**src/rtl/imh_ram.sv**
```systemverilog
// generic single-write, single-read ram with registered read data
module imh_ram #(
   parameter int WIDTH = 8,
   parameter int DEPTH = 256
) (
   input  logic                     clock,
   input  logic                     wr_en,
   input  logic [$clog2(DEPTH)-1:0] wr_addr,
   input  logic [WIDTH-1:0]         wr_data,
   input  logic [$clog2(DEPTH)-1:0] rd_addr,
   output logic [WIDTH-1:0]         rd_data
);
   logic [WIDTH-1:0] mem [DEPTH];

   always_ff @(posedge clock) begin
      if (wr_en) begin
         mem[wr_addr] <= wr_data;
      end
      rd_data <= mem[rd_addr];
   end
endmodule

```
**config.mk**
```make
export PLATFORM = sky130hd
export DESIGN_NAME = imh_ram
export DESIGN_NICKNAME = d
export VERILOG_FILES = /design/src/rtl/imh_ram.sv
export SDC_FILE = /design/constraint.sdc
export NUM_CORES = 2
export LEC_CHECK = 0
export ABC_CLOCK_PERIOD_IN_PS = 1900
export BUFFER_PORTS_ARGS = -buffer_cell sky130_fd_sc_hd__clkbuf_2
export CELL_PAD_IN_SITES_DETAIL_PLACEMENT = 2
export CELL_PAD_IN_SITES_GLOBAL_PLACEMENT = 2
export CORE_MARGIN = 5
export CORE_UTILIZATION = 46
export DETAILED_ROUTE_END_ITERATION = 6
export PLACE_DENSITY_LB_ADDON = 0.1
export SETUP_SLACK_MARGIN = 0.5
export SKIP_CTS_REPAIR_TIMING = 1
export SYNTH_ARGS = -nofsm -noshare
export SYNTH_HDL_FRONTEND = slang
export SYNTH_SLANG_ARGS = --single-unit
```
**constraint.sdc**
```tcl
create_clock -name clock -period 1.9 [get_ports clock]
set_input_delay 0 -clock clock [delete_from_list [all_inputs] [get_ports clock]]
set_output_delay 0 -clock clock [all_outputs]
set_load 0.03 [all_outputs]
```
==> run_results.csv <==
group,metric,value,unit
yosys,ys.flop_type,"edfxtp_1",
yosys,yosysMostFrequentCell,"edfxtp_1",
placed_design,dpl.cell_count,6491,
yosys,yosys.area.top_type,"edfxtp_1",
yosys,syn_nets,3759,
timing,finalMaxSlewViolations,0,
timing,max-slew-margin-rel,53.0,%
pwr,p_leak,30.7,nW
global_route,antenna_found_initial,8,
setup_path,cp_top_family,"multiplexers",
setup_path,setup.worst_path.end_class,"flop",
yosys,synth-edff-count,2048,
yosys,syn_area,79600,um^2
yosys,synth_area_leaders,"edfxtp_1, mux4_2, mux2i_1, nor2_1, a22oi_1",
status,violations,"negative setup slack",
final_layout,layout.nets,4430,
timing,rsz0062_at_grt,"true",
setup_path,start_kind,"flop",
timing,post-route-min-period,2.40,ns
global_route,grt_pass1_vias,47500,
route,drtIter0Drc,5101,
clocking,cts-htree-levels,4,
route,via_per_inst,6.33,
flow_run,cap_violations,0,
final_layout,final_cells,6901,
setup_path,criticalPathCategory,"reg -> reg",
yosys,postSynth.asyncResetShare,0,%
setup_path,cp_slowest_stage_delay,0.54,ns
route,first_pass_iters,5,
pwr,irDropWorstVdd,0.877,mV
timing,fmax,417,MHz
die,chipHeight,426,um
yosys,ys_warn_count,0,
clocking,numCtsBuffers,211,
timing,worstMarginPinSlew,0.706,ns
die,die_w,426,um
yosys,netlist.area_leader.share,77.3,%
die,placementRows,152,
status,status,"complete, but fails checks",
yosys,ys_seq_area_share,77.5,%
yosys,synthTopCellsByCount,"edfxtp_1, mux4_2, nor2_1",
pwr,p_per_area,1030,nW/um^2
timing,worst_slack,-0.499,ns
placed_design,gp_congestion,0.852,
setup_path,crit_top_cell,"mux4_2",
timing,hold_viol_final,0,
yosys,synth.distinct_cells,55,
global_route,globalRoute.totalOverflow,0,
placed_design,portBuffers,33,
die,ios,34,
clocking,root_buffer,"clkbuf_16",
global_route,grt_pass1_wl,384,mm
placed_design,place_hpwl,173,mm
setup_path,path_buf_inv,1,
final_layout,drive_gt1_share,35.5,%
die,core_area,172000,um^2
final_layout,syn2layout_area_growth,20.3,%
yosys,ys_seq_elements,2056,
route,wl_per_cell,39.1,um
setup_path,path_cells,"mux4_2, mux4_2, nor2_4, a2111oi_2, nor3_2, buf_4, nor4_1",
timing,fin_crit_sh,126,%
route,drc,0,
clocking,clockBufferDepth,3,
setup_path,critical_path_arrival,3.13,ns
route,ant_nets,0,
global_route,grt_max_degree,79,
timing,setup_viol,8,
clocking,insertion_delay,0.84,ns
min_path,hp-class,"in -> reg",
clocking,clk_pin_slew,0.06,ns
yosys,syn_area_per_cell,21.3,um^2
setup_path,required,2.63,ns
setup_path,crit_path_top_delay_cell,"mux4_2",
timing,worst_hold_slack,0.0331,ns
die,start_util,46.3,%
clocking,cts_tree,"done",
route,drt-total-wl,270,mm
route,vias,43700,
yosys,synth_cells,3733,
global_route,track_usage,30.0,%
setup_path,path_max_fanout,1,
timing,skew,0.0251,ns
clocking,clock_sinks,2056,
die,die_area,181000,um^2
==> layout by cell type, fill, tap and decap left out, types with 15 or more instances in the layout <==
cell | Yosys | layout
mux2i_1 | 134 | 133
nor3_1 | 22 | 15
edfxtp_1 | 2048 | 2048
nor2_1 | 282 | 178
nand3_1 | 34 | 24
o221ai_1 | 46 | 44
o22ai_1 | 28 | 27
clkbuf_16 | 0 | 217
mux4_2 | 454 | 454
buf_12 | 8 | 100
buf_4 | 27 | 551
bufinv_16 | 0 | 21
nor2_4 | 0 | 100
a22oi_1 | 133 | 132
clkinv_1 | 1 | 47
clkbuf_1 | 111 | 49
nor2b_1 | 31 | 25
nand2_1 | 33 | 33
a21oi_1 | 96 | 95
clkinv_2 | 0 | 44
==> path summary, 6_finish.rpt <==
kind / from / to / slack, ns / cells past startpoint
max: mem[137][4]$_DFFE_PP_ / rd_data[4]$_DFF_P_ / -0.50 / 7
min: wr_addr[1] / mem[171][7]$_DFFE_PP_ / 0.03 / 4
max reg2reg: mem[137][4]$_DFFE_PP_ / rd_data[4]$_DFF_P_ / -0.50 / 7
min reg2reg: mem[40][3]$_DFFE_PP_ / rd_data[3]$_DFF_P_ / 1.13 / 7
==> logic make-up (layout without fill, tap and decap cells) <==
| kind of cell | after synthesis | count (layout) | share of synthesized area [%] |
|---|---|---|---|
| flip-flops | 2056 | 2056 | 77.5 |
| buffers and inverters | 235 | 1088 | 1.83 |
| AO/OA/AOI/OAI | 385 | 385 | 3.42 |
| multiplexers | 591 | 591 | 14.6 |
| AND/OR/NAND/NOR | 466 | 466 | 2.63 |
| other | 0 | 5 | 0 |
==> flip-flops by register name (all words and copies together), names as in the netlist <==
signal   count
mem       2048
rd_data      8
==> stage by stage <==
| step | worst slack, ns | power [W] | area (um^2) | util (%) | setup TNS (ns) |
|---|---|---|---|---|---|
| after floorplan | 0.0812 | 0.0536 | 80700 | - | 0 |
| after global placement | -1.32 | 0.0566 | 88200 | 51.4 | -9.80 |
| after detailed placement | -1.38 | 0.0569 | 88200 | 51.4 | -22.99 |
| after CTS | -1.04 | 0.0988 | 95100 | 55.4 | -5.54 |
| after global routing | -0.506 | 0.101 | 95700 | 55.7 | -3.31 |
| final | -0.499 | 0.0984 | 95700 | 55.7 | -3.04 |
==> routing by layer <==
layer	track usage (%)	share of wire [%]	up-vias	wire, um
li1	-	-	17100	-
met1	40.1	39	24100	105000
met2	50.1	50	2044	135000
met3	5.19	6.9	470	18600
met4	10.5	3.9	4	10600
met5	0	0.010	-	27
==> power breakdown <==
group          switching, W  leakage [nW]  internal (W)
clock                0.0182          3.38        0.0240
combinational       0.00383          8.82       0.00235
sequential         0.000103          18.5        0.0500
==> final cells by class <==
cell class,instances,area [um^2]
Antenna cell,5,12.5
Clock buffer,272,5700
Clock inverter,123,1160
Fill cell,14100,76100
Inverter,2,7.51
Multi-Input combinational cell,1442,17700
Sequential cell,2056,61700
Tap cell,2310,2890
Timing Repair Buffer,691,6520
==> worst register-to-register path, stage by stage (launching register included) <==
cell and delay [ns]:
edfxtp_1 0.41, mux4_2 0.49, mux4_2 0.54, nor2_4 0.15, a2111oi_2 0.07, nor3_2 0.39, buf_4 0.19, nor4_1 0.04
No activity file was read; power rests on OpenSTA's default activity.
